**config.mk**
```make
export PLATFORM = sky130hd
export DESIGN_NAME = flat_json_array_tokenizer_top
export DESIGN_NICKNAME = d
export VERILOG_FILES = /design/src/hdl/fjat_pkg.sv /design/src/hdl/fjat_core.sv /design/src/hdl/fjat_queue.sv /design/src/hdl/flat_json_array_tokenizer_top.sv
export SDC_FILE = /design/constraint.sdc
export NUM_CORES = 1
export LEC_CHECK = 0
export BUFFER_PORTS_ARGS = -buffer_cell sky130_fd_sc_hd__clkbuf_2
export CAP_MARGIN = 20
export CORE_ASPECT_RATIO = 1.25
export CORE_MARGIN = 2
export CORE_UTILIZATION = 40
export DETAILED_ROUTE_END_ITERATION = 8
export HOLD_SLACK_MARGIN = 0.02
export PLACE_DENSITY = 0.58
export SLEW_MARGIN = 20
export SYNTH_ARGS = -nofsm -noshare
export SYNTH_HDL_FRONTEND = slang
export SYNTH_SLANG_ARGS = --single-unit
```
**constraint.sdc**
```tcl
create_clock -name clk -period 5.35 [get_ports clk]
set_clock_uncertainty 0.1 [all_clocks]
set_input_delay 0.8025 -clock clk [delete_from_list [all_inputs] [get_ports clk]]
set_output_delay 0.8025 -clock clk [all_outputs]
set_load 0.02 [all_outputs]
```
**src/hdl/fjat_pkg.sv**
```systemverilog
package fjat_pkg;

	localparam int INT_BITS = 31;
	localparam logic [INT_BITS-1:0] INT_MAX = {INT_BITS{1'b1}};

	localparam int Q_DEPTH = 4;
	localparam int Q_AW = $clog2(Q_DEPTH);
	localparam int Q_CW = $clog2(Q_DEPTH + 1);

	localparam logic [3:0] TK_KEYCHAR  = 4'd0;
	localparam logic [3:0] TK_KEYEND   = 4'd1;
	localparam logic [3:0] TK_STRCHAR  = 4'd2;
	localparam logic [3:0] TK_STREND   = 4'd3;
	localparam logic [3:0] TK_INT      = 4'd4;
	localparam logic [3:0] TK_OBJSTART = 4'd5;
	localparam logic [3:0] TK_OBJEND   = 4'd6;
	localparam logic [3:0] TK_ARRAYEND = 4'd7;
	localparam logic [3:0] TK_ERROR    = 4'd8;

	localparam logic [7:0] CH_LBRACKET = 8'h5B;
	localparam logic [7:0] CH_RBRACKET = 8'h5D;
	localparam logic [7:0] CH_LBRACE   = 8'h7B;
	localparam logic [7:0] CH_RBRACE   = 8'h7D;
	localparam logic [7:0] CH_COLON    = 8'h3A;
	localparam logic [7:0] CH_COMMA    = 8'h2C;
	localparam logic [7:0] CH_QUOTE    = 8'h22;
	localparam logic [7:0] CH_SPACE    = 8'h20;
	localparam logic [7:0] CH_NEWLINE  = 8'h0A;
	localparam logic [7:0] CH_ZERO     = 8'h30;
	localparam logic [7:0] CH_NINE     = 8'h39;

	typedef enum logic [8:0] {
		PH_START = 9'b000000001,
		PH_ARRAY = 9'b000000010,
		PH_OBJ   = 9'b000000100,
		PH_KEY   = 9'b000001000,
		PH_COLON = 9'b000010000,
		PH_VALUE = 9'b000100000,
		PH_STR   = 9'b001000000,
		PH_DONE  = 9'b010000000,
		PH_ERR   = 9'b100000000
	} phase_t;

	typedef struct packed {
		logic [7:0] char_in;
		logic       text_end;
	} char_t;

	typedef struct packed {
		logic [3:0]          token_kind;
		logic [7:0]          char_out;
		logic [INT_BITS-1:0] int_value;
		logic                int_overflow;
		logic                last_of_run;
	} token_t;

	typedef struct packed {
		logic [1:0] count;
		token_t     first;
		token_t     second;
	} tok_pair_t;

	typedef struct packed {
		logic            room;
		logic [Q_CW-1:0] count;
	} qstat_t;

endpackage

```
**src/hdl/fjat_core.sv**
```systemverilog
module fjat_core (
	input  logic                clk,
	input  logic                arst_n,
	input  logic                fire,
	input  fjat_pkg::char_t     char_s1,
	output fjat_pkg::tok_pair_t pair
);

	fjat_pkg::phase_t                phase_q, phase_d;
	logic [fjat_pkg::INT_BITS-1:0]   acc_q, acc_d;
	logic                            ovf_q, ovf_d;
	logic                            dig_q, dig_d;

	logic [7:0]                      c;
	logic                            is_ws, is_comma, is_quote, is_rbrace, is_digit;
	logic [3:0]                      dval;
	logic [fjat_pkg::INT_BITS+3:0]   acc_wide;
	logic [fjat_pkg::INT_BITS+3:0]   acc_x10;
	logic                            acc_ovf;

	logic                            obj_emit, obj_move;
	fjat_pkg::token_t                obj_tok;
	fjat_pkg::phase_t                obj_phase;

	fjat_pkg::token_t                t0, t1;
	logic [1:0]                      n;

	function automatic fjat_pkg::token_t mk(
		input logic [3:0]                    kind,
		input logic [7:0]                    ch,
		input logic [fjat_pkg::INT_BITS-1:0] val,
		input logic                          ovf
	);
		fjat_pkg::token_t t;
		t.token_kind   = kind;
		t.char_out     = ch;
		t.int_value    = val;
		t.int_overflow = ovf;
		t.last_of_run  = 1'b0;
		return t;
	endfunction

	assign c         = char_s1.char_in;
	assign is_ws     = (c == fjat_pkg::CH_SPACE) || (c == fjat_pkg::CH_NEWLINE);
	assign is_comma  = (c == fjat_pkg::CH_COMMA);
	assign is_quote  = (c == fjat_pkg::CH_QUOTE);
	assign is_rbrace = (c == fjat_pkg::CH_RBRACE);
	assign is_digit  = (c >= fjat_pkg::CH_ZERO) && (c <= fjat_pkg::CH_NINE);
	assign dval      = c[3:0];

	// acc * 10 + digit, overflow when above the maximum
	assign acc_wide = {4'b0000, acc_q};
	assign acc_x10  = (acc_wide << 3) + (acc_wide << 1)
		+ {{fjat_pkg::INT_BITS{1'b0}}, dval};
	assign acc_ovf  = acc_x10 > {4'b0000, fjat_pkg::INT_MAX};

	// handling of a byte between object members
	assign obj_move  = !(is_ws || is_comma);
	assign obj_emit  = obj_move && !is_quote;
	assign obj_tok   = is_rbrace ? mk(fjat_pkg::TK_OBJEND, 8'h00, '0, 1'b0)
		: mk(fjat_pkg::TK_ERROR, c, '0, 1'b0);
	assign obj_phase = is_quote ? fjat_pkg::PH_KEY
		: (is_rbrace ? fjat_pkg::PH_ARRAY : fjat_pkg::PH_ERR);

	always_comb begin
		phase_d = phase_q;
		acc_d   = acc_q;
		ovf_d   = ovf_q;
		dig_d   = dig_q;
		t0      = '0;
		t1      = '0;
		n       = 2'd0;
		case (phase_q)
			fjat_pkg::PH_START: begin
				if (c == fjat_pkg::CH_LBRACKET) begin
					phase_d = fjat_pkg::PH_ARRAY;
				end else if (!is_ws) begin
					t0      = mk(fjat_pkg::TK_ERROR, c, '0, 1'b0);
					n       = 2'd1;
					phase_d = fjat_pkg::PH_ERR;
				end
			end
			fjat_pkg::PH_ARRAY: begin
				if (c == fjat_pkg::CH_LBRACE) begin
					t0      = mk(fjat_pkg::TK_OBJSTART, 8'h00, '0, 1'b0);
					n       = 2'd1;
					phase_d = fjat_pkg::PH_OBJ;
				end else if (c == fjat_pkg::CH_RBRACKET) begin
					t0      = mk(fjat_pkg::TK_ARRAYEND, 8'h00, '0, 1'b0);
					n       = 2'd1;
					phase_d = fjat_pkg::PH_DONE;
				end else if (!is_ws && !is_comma) begin
					t0      = mk(fjat_pkg::TK_ERROR, c, '0, 1'b0);
					n       = 2'd1;
					phase_d = fjat_pkg::PH_ERR;
				end
			end
			fjat_pkg::PH_OBJ: begin
				if (obj_emit) begin
					t0 = obj_tok;
					n  = 2'd1;
				end
				if (obj_move) begin
					phase_d = obj_phase;
				end
			end
			fjat_pkg::PH_KEY: begin
				n = 2'd1;
				if (is_quote) begin
					t0      = mk(fjat_pkg::TK_KEYEND, 8'h00, '0, 1'b0);
					phase_d = fjat_pkg::PH_COLON;
				end else begin
					t0 = mk(fjat_pkg::TK_KEYCHAR, c, '0, 1'b0);
				end
			end
			fjat_pkg::PH_COLON: begin
				if (c == fjat_pkg::CH_COLON) begin
					phase_d = fjat_pkg::PH_VALUE;
					dig_d   = 1'b0;
					acc_d   = '0;
					ovf_d   = 1'b0;
				end else begin
					t0      = mk(fjat_pkg::TK_ERROR, c, '0, 1'b0);
					n       = 2'd1;
					phase_d = fjat_pkg::PH_ERR;
				end
			end
			fjat_pkg::PH_VALUE: begin
				if (is_digit) begin
					dig_d = 1'b1;
					if (acc_ovf) begin
						acc_d = fjat_pkg::INT_MAX;
						ovf_d = 1'b1;
					end else begin
						acc_d = acc_x10[fjat_pkg::INT_BITS-1:0];
					end
				end else if (dig_q) begin
					t0      = mk(fjat_pkg::TK_INT, 8'h00, acc_q, ovf_q);
					n       = 2'd1;
					dig_d   = 1'b0;
					acc_d   = '0;
					ovf_d   = 1'b0;
					phase_d = fjat_pkg::PH_OBJ;
					if (obj_move) begin
						phase_d = obj_phase;
					end
					if (obj_emit) begin
						t1 = obj_tok;
						n  = 2'd2;
					end
				end else if (is_quote) begin
					phase_d = fjat_pkg::PH_STR;
				end else if (!is_ws) begin
					t0      = mk(fjat_pkg::TK_ERROR, c, '0, 1'b0);
					n       = 2'd1;
					phase_d = fjat_pkg::PH_ERR;
				end
			end
			fjat_pkg::PH_STR: begin
				n = 2'd1;
				if (is_quote) begin
					t0      = mk(fjat_pkg::TK_STREND, 8'h00, '0, 1'b0);
					phase_d = fjat_pkg::PH_OBJ;
				end else begin
					t0 = mk(fjat_pkg::TK_STRCHAR, c, '0, 1'b0);
				end
			end
			fjat_pkg::PH_DONE: begin
			end
			fjat_pkg::PH_ERR: begin
			end
			default: begin
				phase_d = fjat_pkg::PH_ERR;
			end
		endcase
		if (n == 2'd1) begin
			t0.last_of_run = 1'b1;
		end
		if (n == 2'd2) begin
			t1.last_of_run = 1'b1;
		end
		if (char_s1.text_end) begin
			phase_d = fjat_pkg::PH_START;
			acc_d   = '0;
			ovf_d   = 1'b0;
			dig_d   = 1'b0;
		end
	end

	assign pair.count  = n;
	assign pair.first  = t0;
	assign pair.second = t1;

	always_ff @(posedge clk or negedge arst_n) begin
		if (!arst_n) begin
			phase_q <= fjat_pkg::PH_START;
			acc_q   <= '0;
			ovf_q   <= 1'b0;
			dig_q   <= 1'b0;
		end else if (fire) begin
			phase_q <= phase_d;
			acc_q   <= acc_d;
			ovf_q   <= ovf_d;
			dig_q   <= dig_d;
		end
	end

endmodule

```
**src/hdl/fjat_queue.sv**
```systemverilog
module fjat_queue (
	input  logic                clk,
	input  logic                arst_n,
	input  logic                push,
	input  fjat_pkg::tok_pair_t pair,
	input  logic                token_stall,
	output logic                token_valid,
	output fjat_pkg::token_t    token_data,
	output fjat_pkg::qstat_t    status
);

	fjat_pkg::token_t               mem_q [fjat_pkg::Q_DEPTH];
	logic [fjat_pkg::Q_AW-1:0]      wr_ptr_q, rd_ptr_q;
	logic [fjat_pkg::Q_AW-1:0]      wr_ptr_1;
	logic [fjat_pkg::Q_CW-1:0]      count_q, count_after_pop, push_n;
	logic                           pop;

	assign token_valid     = (count_q != '0);
	assign token_data      = mem_q[rd_ptr_q];
	assign pop             = token_valid && !token_stall;
	assign count_after_pop = count_q - {{(fjat_pkg::Q_CW-1){1'b0}}, pop};
	assign push_n          = push ? fjat_pkg::Q_CW'(pair.count) : '0;
	assign wr_ptr_1        = wr_ptr_q + fjat_pkg::Q_AW'(1);

	assign status.room  = (count_after_pop <= fjat_pkg::Q_CW'(fjat_pkg::Q_DEPTH - 2));
	assign status.count = count_q;

	always_ff @(posedge clk) begin
		if (push && (pair.count != 2'd0)) begin
			mem_q[wr_ptr_q] <= pair.first;
		end
		if (push && (pair.count == 2'd2)) begin
			mem_q[wr_ptr_1] <= pair.second;
		end
	end

	always_ff @(posedge clk or negedge arst_n) begin
		if (!arst_n) begin
			wr_ptr_q <= '0;
			rd_ptr_q <= '0;
			count_q  <= '0;
		end else begin
			wr_ptr_q <= wr_ptr_q + fjat_pkg::Q_AW'(push_n);
			rd_ptr_q <= rd_ptr_q + {{(fjat_pkg::Q_AW-1){1'b0}}, pop};
			count_q  <= count_after_pop + push_n;
		end
	end

endmodule

```
**src/hdl/flat_json_array_tokenizer_top.sv**
```systemverilog
// tokenizer for a json array of flat objects, one text byte per transaction
// char channel: char_valid, char_stall, char_data (char_in, text_end)
// token channel: token_valid, token_stall, token_data (kind, char, integer,
//   overflow flag, last_of_run on the final token of a byte)
// a byte enters an input register, then one pass of parse logic writes
//   zero, one or two tokens into a four-entry token queue
// path: a byte passes the input register and then the token queue before its first
//   token is offered; it waits in the input register while the queue lacks room
// throughput: one byte per cycle while the queue keeps room for two tokens;
//   the token port delivers one token per cycle while token_stall is low, so a
//   byte that gives two tokens (integer then brace or error) needs two token transfers
// when token_stall holds the queue fills and char_stall rises once fewer
//   than two entries are free; nothing is dropped
// text_end on a byte returns the parser to its start state after that byte
// reset: asynchronous, clears parser state, the input register's valid flag and queue
module flat_json_array_tokenizer_top (
	input  logic             clk,
	input  logic             arst_n,
	input  logic             char_valid,
	output logic             char_stall,
	input  fjat_pkg::char_t  char_data,
	output logic             token_valid,
	input  logic             token_stall,
	output fjat_pkg::token_t token_data
);

	fjat_pkg::char_t     char_s1;
	logic                valid_s1;
	logic                fire;
	logic                accept;
	fjat_pkg::tok_pair_t pair;
	fjat_pkg::qstat_t    status;

	assign fire       = valid_s1 && status.room;
	assign char_stall = valid_s1 && !status.room;
	assign accept     = char_valid && !char_stall;

	always_ff @(posedge clk or negedge arst_n) begin
		if (!arst_n) begin
			valid_s1 <= 1'b0;
		end else begin
			valid_s1 <= accept || (valid_s1 && !fire);
		end
	end

	always_ff @(posedge clk) begin
		if (accept) begin
			char_s1 <= char_data;
		end
	end

	fjat_core u_core (
		.clk     (clk),
		.arst_n  (arst_n),
		.fire    (fire),
		.char_s1 (char_s1),
		.pair    (pair)
	);

	fjat_queue u_queue (
		.clk         (clk),
		.arst_n      (arst_n),
		.push        (fire),
		.pair        (pair),
		.token_stall (token_stall),
		.token_valid (token_valid),
		.token_data  (token_data),
		.status      (status)
	);

`ifndef SYNTH
	a_queue_bound: assert property (@(posedge clk) disable iff (!arst_n)
		status.count <= fjat_pkg::Q_CW'(fjat_pkg::Q_DEPTH))
		else $error("token queue count above depth");

	a_push_shows: assert property (@(posedge clk) disable iff (!arst_n)
		(fire && (pair.count != 2'd0)) |=> token_valid)
		else $error("pushed token not offered");

	a_pair_last: assert property (@(posedge clk) disable iff (!arst_n)
		(valid_s1 && (pair.count == 2'd2)) |->
		(!pair.first.last_of_run && pair.second.last_of_run))
		else $error("last_of_run misplaced on two-token byte");

	a_count_range: assert property (@(posedge clk) disable iff (!arst_n)
		valid_s1 |-> (pair.count != 2'd3))
		else $error("parser emitted more than two tokens");
`endif

endmodule
```
==> impl_results.md, run 1 <==
- DP Area: between 10000 and 15000 um2
- Setup WS post-layout: ~1.2 ns
- Worst slack, placed: 1.169 ns
- CP max stage cell: fa_1
- Die area: about 34000 um2
- Number of global-route vias before repair: between 10k and 15k
- Post-DR wirelength/cell: roughly 20 um
- Worst-path fanout max: 32
- Mapped Cells: roughly 1.4k
- Initial core utilization: 0.4064
- Crit. End Element: flip-flop
- Met2 Use GR: 0.4014
- Crit path max-delay family: compound AO/OA/AOI/OAI gates
- Outcome: complete, no violations
- PD cells: between 300 and 400 nW/um2
- Simple-gate share of the synthesized area: 0.1989
- Drt first pass iters: 5
- Leakage Power: slightly below 6 nW
- Die height: 204.9 um
- CP peak stage delay: ~0.63 ns
- Skew-Pair Late Insertion Delay: about 0.54 ns
- Largest family of logic cells by synthesized area: simple AND/OR/NAND/NOR gates
- Worst Max-Slew Pin Slew: approximately 1.0 ns
- Compound-Gate Fraction of Synth Area: 0.1529
- Slew Limit Fails: 0
- WS Path Type: reg2reg
- Power Total: 5.532 mW
- Worst Path Arrival: around 4.5 ns
- Area growth syn-to-layout: 12.42%
- Clk pin slew, worst setup/hold paths: around 0.06 ns
- CORE AREA: between 30000 and 40000 um2
- Buf+Inv Stages, Crit Path: 2
- FFs w/ async S/R, synth: 0.2092
- Mapped Area: between 10000 and 15000 um2
- Slew HR: 0.3298
- Adder-Cell Fraction of Synth Area: 0.06857
- Fin crit share: 0.7777
- # diodes: 0
- Crit path time final: 4.161 ns
- Routability cong.: ~0.90
- Pin count of the biggest net entering global routing: just under 60
- Congestion Overflow GR: 0
- Max VDD drop: between 0.0002 and 0.0003 V
- Via density: ~5.8
- CTS root buf: clkbuf_16
- Number of DRC markers in iteration 0: 780
- TNS Setup: 0 ns
- DRC: 0
- Synth Area per Inst: between 9 and 10 um2
- GR met1 Demand/Resource: 0.2740
- Routed Antenna Nets: 0
- CP required: about 5.6 ns
- Site Rows: between 70 and 80
- Total GRT Usage: 0.2239
- CTS H-tree depth: 1
- Setup bufs post-CTS: 0
- Fraction of layout cells with a size suffix above 1: 0.1354
- Initial antenna violation count: 0
- PortBufs: 59
- Synth Flop Type: dfxtp_1
- Type of origin of the critical path: flip-flop
- Xor/xnor share of the synthesized area: 0.02169
- Mux contribution to synthesized area: 0.08242
- Critical path cell sequence: inv_1 -> fa_1 -> inv_1 -> ha_1 -> a211oi_1 -> o211ai_1 -> nand2_1 -> o211ai_1 -> a21oi_1 -> o31ai_1 -> mux2_2 -> nor3_1 -> o21ai_0
- Final Util: 0.4569
- Register area share after synthesis: 0.4340
- Sink Count: between 200 and 250
- Synth Register Bits: roughly 240
- Final hold viol count: 0
- Layout Nets: between 1k and 1.5k
- Max-cap viol count: 0
- Routed Wire Length: around 37000 um
- CTS tree: done
- Maximum root-to-sink buffer count: 3
- Cts repair resizes: 0
- Number of synthesized flops with an enable pin: 57
- Net Count, Synth: roughly 1.5k
- Fin area: 14520 um2
- Unrepaired setup endpoints after global routing: no
- Netlist cell types: 72
- Global-route wire length before repair: about 59000 um
- Die Width: around 160 um
- Min-Delay Path Class: in2async
- Final setup violation count: 0
- Met3 Usage GRT: 0.02430
- Max Freq: about 240 MHz
- Vias: ~11k
- Num CTS Buffers: 26
- Detailed Place HPWL: between 20000 and 25000 um
- Ports: 60
- Yosys warning total: 0
- Cts hold-fix bufs: 0
- # fillers: approximately 3.0k
- GRT Max-Usage Layer: met2
[layout make-up]
class / instances / area (um2) / share of cell area
Multi-Input combinational cell: 1034 / 6805 / 0.4686
Sequential cell: 239 / 5609 / 0.3862
Clock buffer: 37 / 795.8 / 0.05479
Timing Repair Buffer: 89 / 528.0 / 0.03636
Tap cell: 412 / 515.5 / 0.03550
Clock inverter: 11 / 182.7 / 0.01258
Inverter: 23 / 86.33 / 0.005945
[metrics by stage]
stage / hold slack (ns) / instances
after floorplan: 0.3287 / 1396
after global placement: 0.3351 / 1796
after detailed placement: 0.3419 / 1796
after CTS: 0.3172 / 1844
after global routing: 0.3342 / 1845
final: 0.2815 / 1845
[cell usage in the layout (no fill, tap or decap), drive strengths merged, types with 24 or more instances in the layout]
| cell | count |
|---|---|
| buf | 30 |
| nand2 | 220 |
| ha | 66 |
| clkbuf | 96 |
| nand3 | 137 |
| o21ai | 66 |
| mux4 | 45 |
| edfxtp | 57 |
| nor2b | 24 |
| dfxtp | 132 |
| nor3 | 52 |
| a21oi | 165 |
| inv | 24 |
| dfrtp | 49 |
| nor2 | 47 |
[registers in the layout, indices dropped and copies added (netlist names), 2 cells and up]
signal,flops
u_queue.count_q,3
u_queue.rd_ptr_q,2
u_core.phase_q,9
u_queue.wr_ptr_q,2
u_queue.mem_q,180
char_s1,9
u_core.acc_q,31
[cell families after synthesis]
| group | Yosys count |
|---|---|
| compound gates | 336 |
| xor+xnor | 32 |
| fa+ha+maj | 69 |
| buf+inv | 123 |
| flops | 239 |
| mux | 50 |
| simple gates | 547 |
[path summary, 6_finish.rpt]
path                            slack (ns)  cells past startpoint           startpoint                   to
worst max-delay path                  1.19                     13           char_s1[4]      u_core.acc_q[6]
worst min-delay path                  0.28                      2               arst_n    u_core.phase_q[2]
worst max register to register        1.19                     13           char_s1[4]      u_core.acc_q[6]
worst min register to register        0.35                      2  u_queue.mem_q[1][5]  u_queue.mem_q[1][5]
max in group asynchronous             4.36                      2               arst_n     u_core.acc_q[24]
min in group clk                      0.34                      1         char_data[1]           char_s1[1]
[where the power goes]
| part | total (mW) | switching, mW | internal, mW |
|---|---|---|---|
| registers | 2.16 | 0.172 | 1.99 |
| clock network | 2.02 | 0.747 | 1.28 |
| logic | 1.35 | 0.877 | 0.474 |
| total | 5.53 | 1.80 | 3.74 |
[cell usage after synthesis (all sizes together), types with 5 or more instances]
library cell / n / area share
edfxtp: 57 / 0.13
buf: 22 / 0.012
a31oi: 6 / 0.0029
nor2: 47 / 0.014
a21boi: 5 / 0.0029
o31ai: 7 / 0.0041
and3: 14 / 0.0068
or4: 6 / 0.0038
a21oi: 165 / 0.065
o21a: 7 / 0.0041
nand2: 220 / 0.064
nor3: 52 / 0.020
mux4: 45 / 0.078
o21ai: 66 / 0.026
nor2b: 24 / 0.012
dfxtp: 132 / 0.20
o21bai: 9 / 0.0052
dfrtp: 49 / 0.095
nand4: 6 / 0.0029
inv: 23 / 0.0067
clkbuf: 78 / 0.023
o211ai: 6 / 0.0035
a21o: 19 / 0.011
xnor2: 23 / 0.016
ha: 66 / 0.064
and2: 7 / 0.0034
nand2b: 10 / 0.0048
nand3: 137 / 0.053
o22ai: 16 / 0.0077
xor2: 9 / 0.0061
[per-layer routing]
layer,vias to the layer above,wire length [um]
met5,-,0
met4,0,1180
met3,86,1703
met2,307,19130
met1,5236,15310
li1,5108,-
Note: power is estimated with default switching activity, not from simulation.
==> run 2: changes to the inputs <==
--- a/config.mk
+++ b/config.mk
@@ -12,7 +12,7 @@
 export CORE_UTILIZATION = 40
 export DETAILED_ROUTE_END_ITERATION = 8
 export HOLD_SLACK_MARGIN = 0.02
-export PLACE_DENSITY = 0.58
+export PLACE_DENSITY = 0.6
 export SLEW_MARGIN = 20
 export SYNTH_ARGS = -nofsm -noshare
 export SYNTH_HDL_FRONTEND = slang
==> constraint.sdc (replaced) <==
create_clock -name clk -period 3.7 [get_ports clk]
set_clock_uncertainty 0.1 [all_clocks]
set_input_delay 0.555 -clock clk [delete_from_list [all_inputs] [get_ports clk]]
set_output_delay 0.555 -clock clk [all_outputs]
set_load 0.02 [all_outputs]
==> run 2 against run 1 <==
  * Clock power grew 27%
  * Critical path depth down 2
  * Fmax up 17%
  * Cell count increased by 2.8%
  * Routed wire length increased by 3.3%
  * Setup slack worse by 1.0 ns
  * Die area stayed put
  * Sequential power is 40% higher
  * Clock-buffer cell count unchanged
  * Combinational power up 65%
  * Total power grew 42%
  * Global-route usage up 0.41 points
==> impl_results.md, run 2 (synthesis results as in run 1) <==
- Maximum root-to-sink buffer count: 3
- Max reg flops: 180
- Skew-Pair Late Insertion Delay: between 0.5 and 0.6 ns
- Num CTS Buffers: 25
- Ports: 60
- Regs by FF count: u_queue.mem_q (180), u_core.acc_q (31)
- Most common cell after layout, fill and taps aside: nand2_1
- Biggest register: u_queue.mem_q
- CP peak stage delay: ~0.47 ns
- Congestion Overflow GR: 0
- Outcome: complete, no violations
- Buf+Inv Stages, Crit Path: 0
- Area growth syn-to-layout: 16.24%
- # diodes: 0
- Register area: about 5600 um2
- Crit path max-delay family: compound AO/OA/AOI/OAI gates
- Pin count of the biggest net entering global routing: 47
- TNS Setup: 0 ns
- CORE AREA: approximately 32000 um2
- Post-Layout Cell Count: 1896
- Cts hold-fix bufs: 0
- Worst-path fanout max: 8
- Number of global-route vias before repair: 10.87k
- Number of DRC markers in iteration 0: ~750
- Initial core utilization: 0.4064
- Layout Nets: 1549
- Routed Wire Length: just under 40000 um
- Sink Count: about 240
- Vias: 10.99k
- Leakage Power: 6.155 nW
- Global-route wire length before repair: around 60000 um
- Slew HR: 0.4127
- # fillers: roughly 3k
- Fin crit share: 0.9614
- Via density: 5.795
- PortBufs: 59
- CTS tree: done
- Routed Antenna Nets: 0
- Area taken by multi-input logic gates: between 6000 and 7000 um2
- Total GRT Usage: 0.2280
- Final setup violation count: 0
- CP required: approximately 4 ns
- DP Area: 14020 um2
- CTS H-tree depth: 1
- Commonest non-fill, non-tap cells in the layout: nand2_1, a21oi_1, nand3_1
- Site Rows: 73
- WS Path Type: reg2reg
- Fin area: approximately 15000 um2
- CP max stage cell: dfrtp_1
- Fraction of layout cells with a size suffix above 1: 0.1779
- Slew Limit Fails: 0
- Routability cong.: 0.9303
- Initial antenna violation count: 0
- Clk pin slew, worst setup/hold paths: around 0.060 ns
- Die area: 33760 um2
- Worst Max-Slew Pin Slew: about 0.9 ns
- Final hold viol count: 0
- Worst Path Arrival: 3.86 ns
- Placed cell count: between 1.5k and 2k
- Crit path time final: 3.557 ns
- Detailed Place HPWL: ~26000 um
- Die Width: ~160 um
- Max VDD drop: between 0.0003 and 0.0004 V
- Hold Slack: around 0.032 ns
- Die height: between 200 and 250 um
- Crit. End Element: flip-flop
- DRC: 0
- CTS root buf: clkbuf_16
- Critical path cell sequence: ha_1 -> ha_1 -> a311oi_1 -> nand2_1 -> a31o_2 -> a32oi_1 -> nand2_1 -> a41oi_4 -> mux2_4 -> nor3_1 -> o21ai_0
- Max Freq: around 280 MHz
- Final Util: 0.4724
- Max-cap viol count: 0
- Type of origin of the critical path: flip-flop
- Min-Delay Path Class: in2async
- PD cells: 521.4 nW/um2
- Drt first pass iters: 5
- Post-DR wirelength/cell: roughly 20 um
run 2: cell count changes in the layout (fill, tap and decap cells not counted), sizes merged:
cell / change
clkinv: +1
mux2: +3
buf: +52
bufinv: -4
inv: -1
run 2: what timing repair did:
| item | 4_1_cts | 5_1_grt |
|---|---|---|
| setup endpoints to repair | 32 | 61 |
| buffers inserted | 0 | 3 |
| gates cloned | 0 | 3 |
| pin swaps | 0 | 4 |
| resized for setup | 1 | 26 |
run 2: final cells by class:
class / instances / share of cell area
clock inverter: 7 / 0.004249
multi-input combinational: 1037 / 0.4615
clock buffer: 37 / 0.05157
tap: 412 / 0.03433
timing repair buffer: 141 / 0.06891
sequential: 239 / 0.3737
inverter: 23 / 0.005749
run 2: per-stage QoR:
step	total power [mW]	setup slack (ns)
2_1_floorplan	4.475	0.2211
3_3_place_gp	5.272	0.03452
3_5_place_dp	5.304	-0.1145
4_1_cts	7.863	0.01472
5_1_grt	8.151	-0.01998
6_report	7.830	0.1428
run 2: power by group:
part	internal (mW)	switching, mW	total (mW)
sequential	2.87	0.163	3.03
clock	1.51	1.05	2.57
combinational	0.828	1.40	2.23
total	5.21	2.62	7.83
run 2: final timing paths:
check / from / endpoint / slack [ns] / cells past startpoint
setup reg to reg: u_core.acc_q[19] / u_core.acc_q[29] / 0.14 / 11
max in group asynchronous: arst_n / u_core.acc_q[1] / 2.64 / 2
hold reg to reg: u_queue.mem_q[0][30] / u_queue.mem_q[0][30] / 0.35 / 2
min in group clk: char_data[1] / char_s1[1] / 0.09 / 1
hold / removal: arst_n / u_queue.rd_ptr_q[0] / 0.03 / 1
setup / recovery: u_core.acc_q[19] / u_core.acc_q[29] / 0.14 / 11
run 2: worst reg2reg max path, stage by stage (launching register included):
cell and delay (ns):
dfrtp_1 0.47, ha_1 0.33, ha_1 0.38, a311oi_1 0.29
nand2_1 0.08, a31o_2 0.23, a32oi_1 0.25, nand2_1 0.18
a41oi_4 0.36, mux2_4 0.42, nor3_1 0.22, o21ai_0 0.12
run 2: per-layer routing:
layer | global-route usage | vias to the layer above | wire, um | share of wire
met5 | 0 | - | 0 | 0
met4 | 0.08168 | 0 | 1198 | 0.031
met3 | 0.02308 | 84 | 1770 | 0.046
met2 | 0.4150 | 330 | 20080 | 0.52
met1 | 0.2773 | 5346 | 15500 | 0.40
li1 | - | 5227 | - | -
